File: config.mk
export PLATFORM = sky130hd
export DESIGN_NAME = lzwe_ctrl
export DESIGN_NICKNAME = d
export VERILOG_FILES = /design/src/hw/rtl/assert_macros.svh /design/src/hw/rtl/lzwe_pkg.sv /design/src/hw/rtl/lzwe_ctrl.sv
export SDC_FILE = /design/constraint.sdc
export NUM_CORES = 1
export LEC_CHECK = 0
export ABC_AREA = 1
export ABC_CLOCK_PERIOD_IN_PS = 1600
export BUFFER_PORTS_ARGS = -buffer_cell sky130_fd_sc_hd__buf_4
export CORE_AREA = 5 5 42 44
export DETAILED_ROUTE_END_ITERATION = 7
export DIE_AREA = 0 0 47 49
export HOLD_SLACK_MARGIN = 0.02
export PLACE_DENSITY_LB_ADDON = 0.12
export SYNTH_ARGS = -nofsm -noshare
export SYNTH_HDL_FRONTEND = slang
export SYNTH_SLANG_ARGS = --single-unit
File: constraint.sdc
create_clock -name i_clk -period 1.6 [get_ports i_clk]
set_input_delay 0.24 -clock i_clk [delete_from_list [all_inputs] [get_ports i_clk]]
set_output_delay 0.24 -clock i_clk [all_outputs]
set_load 0.005 [all_outputs]
File: src/hw/rtl/assert_macros.svh
// Assertion macros shared by the RTL of the LZW byte encoder.
// No dependencies; included by the files that carry assertions.
`ifndef ASSERT_MACROS_SVH
`define ASSERT_MACROS_SVH

// The consequent must hold in the same cycle as the antecedent.
`define ASSERT_SAME(label, clk, rst_n, ante, cons) \
    label: assert property (@(posedge clk) disable iff (!rst_n) (ante) |-> (cons)) \
        else $error("assertion failed");

// The consequent must hold in the cycle after the antecedent.
`define ASSERT_NEXT(label, clk, rst_n, ante, cons) \
    label: assert property (@(posedge clk) disable iff (!rst_n) (ante) |=> (cons)) \
        else $error("assertion failed");

`endif

File: src/hw/rtl/lzwe_pkg.sv
// Package of the LZW byte encoder: sizes, hash-table slot layout, hash function,
// controller states and the command/status structs. No dependencies.
package lzwe_pkg;

    localparam int DICT_BITS  = 12;
    localparam int DICT_SIZE  = 1 << DICT_BITS;
    localparam int FIRST_FREE = 256;
    localparam int BYTE_W     = 8;
    localparam int OUT_W      = 12;
    localparam int EPOCH_W    = 4;
    localparam int TBL_BITS   = DICT_BITS + 1;
    localparam int TBL_DEPTH  = 1 << TBL_BITS;
    localparam int SLOT_W     = EPOCH_W + DICT_BITS + BYTE_W + DICT_BITS;

    // One hash-table slot. A slot whose epoch differs from the current one is empty.
    typedef struct packed {
        logic [EPOCH_W-1:0]   epoch;
        logic [DICT_BITS-1:0] prefix;
        logic [BYTE_W-1:0]    byte_val;
        logic [DICT_BITS-1:0] code;
    } t_slot;

    typedef enum logic [2:0] {
        S_CLEAR,
        S_IDLE,
        S_READ,
        S_CHECK,
        S_DONE,
        S_EMIT_MISS,
        S_EMIT_LAST
    } t_state;

    typedef struct packed {
        logic accept;
        logic first;
        logic hit;
        logic next_probe;
        logic emit_miss;
        logic emit_last;
        logic clear_step;
    } t_cmd;

    typedef struct packed {
        logic have_match;
        logic eod;
        logic hit;
        logic empty;
        logic out_ready;
        logic epoch_last;
        logic clr_last;
    } t_status;

    function automatic logic [TBL_BITS-1:0] slot_hash(
        input logic [DICT_BITS-1:0] prefix,
        input logic [BYTE_W-1:0]    byte_val
    );
        return TBL_BITS'(prefix) ^ (TBL_BITS'(byte_val) << (TBL_BITS - BYTE_W));
    endfunction

endpackage

File: src/hw/rtl/lzwe_ctrl.sv
// Controller of the LZW byte encoder: sequences accept, probe, emit and clear steps.
// Depends on lzwe_pkg.
module lzwe_ctrl
    import lzwe_pkg::*;
(
    input  logic    i_clk,
    input  logic    i_rst_n,
    input  logic    i_in_valid,
    input  t_status i_sts,
    output t_cmd    o_cmd,
    output logic    o_in_ready
);

    t_state r_state;
    t_state n_state;

    always_ff @(posedge i_clk) begin
        if (!i_rst_n) begin
            r_state <= S_CLEAR;
        end else begin
            r_state <= n_state;
        end
    end

    always_comb begin
        n_state = r_state;
        unique case (r_state)
            S_CLEAR: begin
                if (i_sts.clr_last) begin
                    n_state = S_IDLE;
                end
            end
            S_IDLE: begin
                if (i_in_valid) begin
                    n_state = i_sts.have_match ? S_READ : S_DONE;
                end
            end
            S_READ: begin
                n_state = S_CHECK;
            end
            S_CHECK: begin
                if (i_sts.hit) begin
                    n_state = S_DONE;
                end else if (i_sts.empty) begin
                    n_state = S_EMIT_MISS;
                end else begin
                    n_state = S_READ;
                end
            end
            S_DONE: begin
                n_state = i_sts.eod ? S_EMIT_LAST : S_IDLE;
            end
            S_EMIT_MISS: begin
                if (i_sts.out_ready) begin
                    n_state = S_DONE;
                end
            end
            S_EMIT_LAST: begin
                if (i_sts.out_ready) begin
                    n_state = i_sts.epoch_last ? S_CLEAR : S_IDLE;
                end
            end
            default: begin
                n_state = S_CLEAR;
            end
        endcase
    end

    always_comb begin
        o_cmd      = '0;
        o_in_ready = 1'b0;
        unique case (r_state)
            S_CLEAR: begin
                o_cmd.clear_step = 1'b1;
            end
            S_IDLE: begin
                o_in_ready   = 1'b1;
                o_cmd.accept = i_in_valid;
                o_cmd.first  = i_in_valid & ~i_sts.have_match;
            end
            S_READ: begin
            end
            S_CHECK: begin
                o_cmd.hit        = i_sts.hit;
                o_cmd.next_probe = ~i_sts.hit & ~i_sts.empty;
            end
            S_DONE: begin
            end
            S_EMIT_MISS: begin
                o_cmd.emit_miss = i_sts.out_ready;
            end
            S_EMIT_LAST: begin
                o_cmd.emit_last = i_sts.out_ready;
            end
            default: begin
            end
        endcase
    end

endmodule

==> metrics.txt, run 1 <==
IO Port Bufs=17; drt first pass iters=5; #FFs+latches synth=3; YS warnings=0; Largest Register=r_state; Worst Path Arrival=1.18 ns; Reg2Reg Depth=6; power per cell area=between 900 and 1000 nW/um^2; Top Registers=r_state (3); Final Non-Filler Cells=99; post-placement cell area=about 480 sq um; routed vias/inst=around 4.4; multi-input logic area=between 200 and 250 sq um; critical path capture point type=output pin; CTS sink cnt=3; postcts setup bufs=0; reg2reg end=r_state[0]; root buffer cell=clkbuf_4; largest net degree at the start of global routing=13; post-synth top area share=0.170; crit path to=o_cmd[2]; CTS tree=built; Yosys top cell by area=dfxtp_1; CTS clk-pin slew, worst paths=about 0.040 ns; status=complete, no violations; highest-delay cell along the critical path=dfxtp_1; Leakage=around 0.28 nW; ANT cells=0; top cells by area, synth=dfxtp_1, inv_1, nand2_1; Final Hold Viols=0; Avg Inst Size Synth=between 5 and 6 sq um; Filler Cell Count=~180; chip width=around 47 microns; ANT nets after route=0; Placed Instances=95; Reg area=62.6 sq um; post-route cell area=~510 sq um; Net count, final=94; share of layout cells above drive strength 1=0.313; WHS Path Cells=3; part of the cycle the worst path needs=0.890; post-DP HPWL=about 790 microns; CP peak stage delay=0.44 ns; Final setup viols=0; internal power=just under 0.0003 W; Sw Share=0.408; maximum vdd drop=approximately 0.33 mV; crit path from=r_state[0]; Seq/Total Area, Yosys=0.170; Reg2Reg Setup Slack=approximately 0.41 ns; core footprint=about 1400 sq um; Least-Margin Pin Slew=0.246 ns; global route overflow=0; vias in the first global route=430; FMAX=around 700 MHz; clk_lat worst skew=approximately 0.23 ns; R2R Path Start=r_state[0]; total CTS buffers=3; crit-path max FO=7; DR WL/cell=9.68 microns; area delta synth->final=42.8%; GPL Wtd Cong=just over 0.8; Largest register FFs=3; cells after synthesis=between 60 and 70; RSZ-0062 raised after global routing=no; Unique masters post-synth=16; number of placed I/O pins=18; CP required=roughly 1.4 ns; Routed Wire Length=~960 microns; Logic pwr share=0.480; Max Root-Sink Buffers=2; first-pass GRT wire length=roughly 1.6 mm; Cell Rows=14; min cycle time layout=approximately 1.4 ns; Post-Route Setup TNS=0 ns; NetSw=about 0.00020 W; H-tree depth=1; Seq pwr share=0.254; Worst slew margin=0.836; antenna violations before repair=0; Die Y=49 microns; vias=435; total die area=2300 sq um; mapped cell area=around 350 sq um; drt drc=0; clk_skew=approximately 0.0056 ns; max_cap viols=0; Initial Util=0.253; Crit Path Category=reg2out; total track usage=0.0900; crit path cell chain=inv_2, nor2_4, nand2_1, nor2_1, buf_4; share of total power in the clock network=0.266; Final Max Slew Viols=0; worst min-delay path class=in2reg; Net Count, Synth=74; initial DRC count=12; Startpoint Class=register
## cell type report
| cell class | instances | area share |
|---|---|---|
| inverters | 14 | 0.104 |
| multi-input cells | 45 | 0.428 |
| repair buffers | 17 | 0.252 |
| clock buffers | 4 | 0.0520 |
| flip-flops and latches | 3 | 0.124 |
| well taps | 16 | 0.0396 |
## power groups by stage
stage	Clock [W]	Combinational, W	Sequential, W
2_1_floorplan	0	0.000175	0.000107
3_3_place_gp	0	0.000247	0.000127
3_5_place_dp	0	0.000241	0.000127
4_1_cts	0.000137	0.000242	0.000126
5_1_grt	0.000146	0.000273	0.000133
6_report	0.000133	0.000240	0.000127
## logic make-up (layout without fill, tap and decap cells)
family | Yosys count | count (layout) | share of synthesized area
compound gates | 6 | 6 | 0.0848
simple gates | 39 | 39 | 0.527
flops | 3 | 3 | 0.170
buf+inv | 16 | 35 | 0.219
## how the worst min path moves through the flow
stage	endpoint	startpoint
after floorplan	r_state[0]	i_rst_n
after global placement	r_state[1]	i_rst_n
after detailed placement	r_state[1]	i_rst_n
after CTS	r_state[2]	i_rst_n
after global routing	r_state[2]	i_rst_n
final	r_state[2]	i_rst_n
## cell usage in the layout (no fill, tap or decap), drive strengths merged
cell type	count
clkbuf	4
nand4	1
a21oi	3
nand2	13
nand3	8
nor2	11
o21ai	3
dfxtp	3
buf	17
nor3	3
nor3b	1
nand3b	2
inv	14
## timing repair
action	4_1_cts	5_1_grt
setup endpoints to repair	0	4
hold endpoints to repair	0	0
gates resized for setup	0	2
hold buffers	0	0
## cells in the mapped netlist
cell       n
buf_6      1
clkbuf_8   1
nor3b_1    1
nand3_1    8
o21ai_0    3
nand2_1   13
nor2_2     2
dfxtp_1    3
nand3b_1   2
nor2_1     8
nor3_1     3
inv_2      1
nand4_1    1
nor2_4     1
inv_1     13
a21oi_1    3
## metal layers
metal	track usage	vias to the layer above	share of wire
met3	0.0148	0	0.070
met5	0	-	0
met4	0.0415	0	0
li1	-	236	-
met1	0.127	181	0.46
met2	0.129	18	0.47
## per-stage QoR
stage,util,total power (W),hold WS (ns),setup WS [ns]
3_3_place_gp,0.340,0.000374,0.509,0.333
3_5_place_dp,0.340,0.000368,0.505,0.303
5_1_grt,0.361,0.000551,0.297,0.0253
2_1_floorplan,-,0.000282,0.391,0.584
4_1_cts,0.359,0.000505,0.274,0.0520
6_report,0.361,0.000499,0.277,0.176
## critical path: cells and delay by family, from the launching register on
kind / cells / cell delay, ns
DFF: 1 / 0.44
and+or+nand+nor: 3 / 0.29
buffers and inverters: 2 / 0.22
(Power assumes the default switching activity.)
==> run 2, diff against run 1 <==
Settings changed: CELL_PAD_IN_SITES_DETAIL_PLACEMENT set to 0, CELL_PAD_IN_SITES_GLOBAL_PLACEMENT set to 1, CORE_AREA 5 5 42 44 to 3 3 40 42, DIE_AREA 0 0 47 49 to 0 0 43 45.
==> metrics.txt, run 2 (same netlist as run 1, synthesis figures left out) <==
Post-Route Setup TNS=0 ns (unchanged); Top Registers=r_state (3); antenna violations before repair=0 (unchanged); total CTS buffers=3 (unchanged); max_cap viols=0 (unchanged); RSZ-0062 raised after global routing=no; final total power=0.000485 W (-2.8%); Worst slew margin=0.791 (-0.0452); Final Max Slew Viols=0 (unchanged); ANT cells=0 (unchanged); Worst Hold Launch=i_rst_n; clk_lat worst skew=0.23 ns (about the same); share of layout cells above drive strength 1=0.301 (-0.0120); vias in the first global route=340 (-21%); Net count, final=94 (unchanged); IO Port Bufs=17 (unchanged); Leakage=0.280 nW (-0.17%); Initial Util=0.276 (+0.0229); Crit Path Category=reg2out; Reg2Reg Depth=8 (+2); Final Hold Viols=0 (unchanged); Hold Path End=r_state[0]; largest net degree at the start of global routing=13 (unchanged); ANT nets after route=0 (unchanged); clk_skew=0.00118 ns (-0.00440 ns); Routed Wire Length=825 microns (-14%); reg2reg end=r_state[1]; postcts setup bufs=0 (unchanged); multi-input logic area=216 sq um (unchanged); total track usage=0.0948 (+0.00475); WHS Path Cells=3 (unchanged); status=complete, no violations; crit-path max FO=8 (+1); drt first pass iters=3 (-2); Startpoint Class=register; core footprint=1280 sq um (-8.3%); part of the cycle the worst path needs=0.910 (+0.0199); FMAX=687 MHz (-2.2%); Largest Register=r_state; H-tree depth=1 (unchanged); vias=407 (-6.4%); power per cell area=965 nW/um^2 (-2.3%); GPL Wtd Cong=0.716 (-13%); Reg area=61.3 sq um (-2.0%); Final setup viols=0 (unchanged); DR WL/cell=8.42 microns (-13%); post-route cell area=503 sq um (-0.50%); CP required=1.36 ns (about the same); Worst Path Arrival=1.22 ns (+0.04 ns); Place WS=0.291 ns (-0.0115 ns); initial DRC count=8 (-4); Filler Cell Count=168 (-4.5%); CTS sink cnt=3 (unchanged); total die area=1940 sq um (-16%); critical path capture point type=output pin; most frequent cells in the layout=buf_4, nand2_1, inv_1; drt drc=0 (unchanged); routed vias/inst=4.15 (-5.5%); first-pass GRT wire length=1.39 mm (-13%); chip width=43 microns (-8.5%); setup slack after layout=0.144 ns (-0.0319 ns); worst min-delay path class=in2reg; number of placed I/O pins=18 (unchanged); Least-Margin Pin Slew=0.313 ns (+0.0677 ns); CTS tree=built; Die Y=45 microns (-8.2%); R2R Path Start=r_state[1]; post-placement cell area=475 sq um (-0.26%); Cell Rows=13 (-1); Largest register FFs=3 (unchanged); commonest non-fill, non-tap cell in the layout=buf_4; area delta synth->final=42.0%; root buffer cell=clkbuf_4; Max Root-Sink Buffers=2 (unchanged); post-DP HPWL=700 microns (-11%); maximum vdd drop=0.464 mV (+39%); Reg2Reg Setup Slack=0.38 ns (-0.03 ns); global route overflow=0 (unchanged); hold_ws=0.273 ns (-0.00380 ns); CTS clk-pin slew, worst paths=0.04 ns (about the same); min cycle time layout=1.46 ns (+0.0319 ns)
==> run 2: cell types whose count changed in the layout (fill, tap and decap cells not counted) <==
| cell | change |
|---|---|
| dfxtp_1 | +1 |
| dfxtp_2 | -1 |
==> run 2: repair_timing <==
| action | 4_1_cts | 5_1_grt |
|---|---|---|
| endpoints found under the setup margin | 0 | 3 |
| endpoints found under the hold margin | 0 | 0 |
| hold buffers | 0 | 0 |
| gates resized for setup | 0 | 1 |
==> run 2: metal layers <==
metal / up-vias / global-route usage / share of wire
met5: - / 0 / 0
met4: 0 / 0.0181 / 0
met3: 0 / 0.0359 / 0.093
met2: 13 / 0.144 / 0.44
met1: 156 / 0.129 / 0.46
li1: 238 / - / -
==> run 2: how the worst max path moves through the flow <==
stage	start	endpoint	slack, ns	cells past startpoint
4_1_cts	r_state[2]	o_cmd[5]	0.05	4
2_1_floorplan	r_state[1]	r_state[1]	0.58	8
5_1_grt	r_state[1]	o_cmd[3]	0.01	5
3_3_place_gp	r_state[2]	r_state[1]	0.29	7
6_report	r_state[1]	o_cmd[3]	0.14	5
3_5_place_dp	r_state[2]	r_state[1]	0.29	7
==> run 2: layout make-up <==
type / count / area share
well taps: 15 / 0.0373
flip-flops and latches: 3 / 0.122
clock buffers: 4 / 0.0522
inverters: 14 / 0.104
repair buffers: 17 / 0.254
multi-input cells: 45 / 0.430
==> run 2: through the flow <==
step            util  cells
6_report       0.391     98
5_1_grt        0.391     98
4_1_cts        0.390     98
3_5_place_dp   0.370     94
3_3_place_gp   0.370     94
2_1_floorplan      -     64
==> run 2: report_power, final <==
| group | internal [W] | switching [W] |
|---|---|---|
| Sequential | 0.0000912 | 0.0000335 |
| Clock | 0.0000932 | 0.0000353 |
| Combinational | 0.000110 | 0.000122 |
==> run 2: worst max-delay path, cell delays in order, from the launching register on <==
cell and delay, ns:
dfxtp_1 0.49, nand2_1 0.14, nor2_2 0.13, nand2_1 0.08
inv_1 0.05, buf_4 0.09
==> run 3, diff against run 2 <==
Settings changed: ABC_AREA 1 to not set, ABC_CLOCK_PERIOD_IN_PS 1600 to 1800.
Clock period 1.6 ns to 1.8 ns, I/O delays scaled along.
==> metrics.txt, run 3 <==
Leakage=0.220 nW (-21%); Worst Hold Launch=i_rst_n; ANT cells=0 (unchanged); Net count, final=75 (-20%); crit-path max FO=11 (+3); Placed Instances=75 (-20%); Reg2Reg Setup Slack=0.41 ns (+0.03 ns); CP required=1.53 ns (+0.17 ns); NetSw=0.000111 W (-42%); buffers and inverters on the worst path=1 (-1); Final Hold Viols=0 (unchanged); Final Max Slew Viols=0 (unchanged); Post-synth EDFFs=0 (unchanged); CTS tree=built; cells after synthesis=45 (-30%); part of the cycle the worst path needs=0.883; first-pass GRT wire length=1.52 mm (+9.0%); ANT nets after route=0 (unchanged); core footprint=1280 sq um (unchanged); DR WL/cell=12.1 microns (+44%); Least-Margin Pin Slew=0.480 ns (+0.167 ns); Reg2Reg Depth=4 (-4); Largest register FFs=3 (unchanged); FMAX=~630 MHz; max_cap viols=0 (unchanged); CP peak stage delay=0.43 ns (-0.06 ns); Worst slew margin=0.679 (-0.111); clk_skew=0.00767 ns (+0.00649 ns); status=complete, no violations; total track usage=0.106 (+0.0116); power per cell area=678 nW/um^2 (-30%); post-DP HPWL=755 microns (+7.9%); vias=392 (-3.7%); Avg Inst Size Synth=7.56 sq um (+37%); CP delay by family, top=simple AND/OR/NAND/NOR gates; worst min-delay path class=in2reg; Net Count, Synth=55 (-26%); H-tree depth=1 (unchanged); routed vias/inst=4.96 (+19%); total CTS buffers=3 (unchanged); Synth Flop Type=dfxtp_1; #FFs+latches synth=3 (unchanged); IO Port Bufs=17 (unchanged); mapped cell area=340 sq um (-3.9%); Seq pwr share=0.283 (+0.026); most frequent cells in the layout=buf_4, nor2_1; Max Root-Sink Buffers=2 (unchanged); internal power=0.000230 W (-22%); number of placed I/O pins=18 (unchanged); final core occ=0.391 (unchanged); Logic pwr share=0.363 (-0.115); FFs w/ async S/R, synth=0 (unchanged); critical path capture point type=output pin; RSZ-0062 raised after global routing=no; vias in the first global route=331 (-2.6%); antenna violations before repair=0 (unchanged); largest net degree at the start of global routing=12 (-1); Cell Rows=13 (unchanged); Unique masters post-synth=28 (+12); top cells by area, synth=dfxtp_1, nand3b_1, nor2b_1; CTS clk-pin slew, worst paths=0.04 ns (about the same); chip width=43 microns (unchanged); Routed Wire Length=955 microns (+16%); post-route cell area=503 sq um (unchanged); Final setup viols=0 (unchanged); post-synth top area share=0.176 (+0.00686); count leader, synth=nor2_1; Final Non-Filler Cells=79 (-19%); Largest Register=r_state; crit path cell chain=nand2b_1, nor2_1, and3_1, buf_4; CTS sink cnt=3 (unchanged); clk_lat worst skew=0.24 ns (about the same); WHS Path Cells=2 (-1); share of layout cells above drive strength 1=0.406 (+0.105); Post-Route Setup TNS=0 ns (unchanged); area delta synth->final=47.8%; Die Y=45 microns (unchanged); GPL Wtd Cong=0.796 (+11%); total die area=1940 sq um (unchanged); reg2reg end=r_state[2]; share of total power in the clock network=0.354 (+0.089); Hold Path End=r_state[2]; global route overflow=0 (unchanged); initial DRC count=3 (-5); Initial Util=0.265 (-0.0107); Startpoint Class=register; commonest non-fill, non-tap cell in the layout=buf_4; drt first pass iters=4 (+1); root buffer cell=clkbuf_4; highest-delay cell along the critical path=dfxtp_2; Worst Path Arrival=1.32 ns (+0.10 ns); Top Registers=r_state (3); maximum vdd drop=0.481 mV (+3.6%); Seq/Total Area, Yosys=0.176 (+0.00686); Crit Path Category=reg2out; Sw Share=0.324 (-0.0688); Yosys top cell by area=dfxtp_1; R2R Path Start=r_state[0]; post-placement cell area=474 sq um (-0.26%); YS warnings=0 (unchanged); min cycle time layout=around 1.6 ns; drt drc=0 (unchanged)
[run 3: cell count changes after synthesis, sizes merged, moves of 3 or more]
cell / previous run / this run
inv: 14 / 3
nand2: 13 / 3
nand3: 8 / 0
nor2: 11 / 4
nor2b: 0 / 3
[run 3: routing by layer]
layer	vias to the layer above	global-route usage	part of all wire
met1	168	0.141	0.47
li1	206	-	-
met3	0	0.0598	0.099
met2	18	0.153	0.43
met4	0	0.0181	0
met5	-	0	0
[run 3: cell type report]
class	instances	area [sq um]
Fill cell	141	782
Multi-Input combinational cell	37	256
Timing Repair Buffer	17	128
Sequential cell	3	62.6
Clock buffer	4	26.3
Tap cell	15	18.8
Inverter	3	11.3
[run 3: cells by family after synthesis]
kind of cell / count (synthesis) / synth area share
mux: 1 / 0.0294
buf+inv: 5 / 0.0698
compound gates: 13 / 0.312
simple gates: 23 / 0.412
flops: 3 / 0.176
[run 3: through the flow]
| step | setup WS [ns] | power [W] | hold WS [ns] |
|---|---|---|---|
| final | 0.211 | 0.000341 | 0.267 |
| after global routing | 0.124 | 0.000369 | 0.276 |
| after CTS | 0.0830 | 0.000346 | 0.265 |
| after detailed placement | 0.282 | 0.000221 | 0.505 |
| after global placement | 0.262 | 0.000225 | 0.500 |
| after floorplan | 0.538 | 0.000170 | 0.388 |
[run 3: power by group through the flow]
stage	logic, W	clock network, W	registers [W]
after floorplan	0.0000894	0	0.0000801
after global placement	0.000129	0	0.0000964
after detailed placement	0.000125	0	0.0000961
after CTS	0.000125	0.000126	0.0000948
after global routing	0.000137	0.000133	0.0000993
final	0.000124	0.000121	0.0000964
[run 3: what timing repair did]
action,4_1_cts,5_1_grt
gates resized for setup,0,2
buffers inserted,0,0
endpoints found under the setup margin,0,1
hold buffers,0,0
[run 3: how the worst max path moves through the flow]
| stage | depth (start not counted) | start | end |
|---|---|---|---|
| floorplan | 4 | r_state[1] | o_cmd[5] |
| global placement | 4 | r_state[0] | r_state[2] |
| detailed placement | 4 | r_state[0] | r_state[2] |
| CTS | 4 | r_state[1] | o_cmd[5] |
| global route | 4 | r_state[2] | o_cmd[1] |
| finish | 4 | r_state[1] | o_cmd[5] |
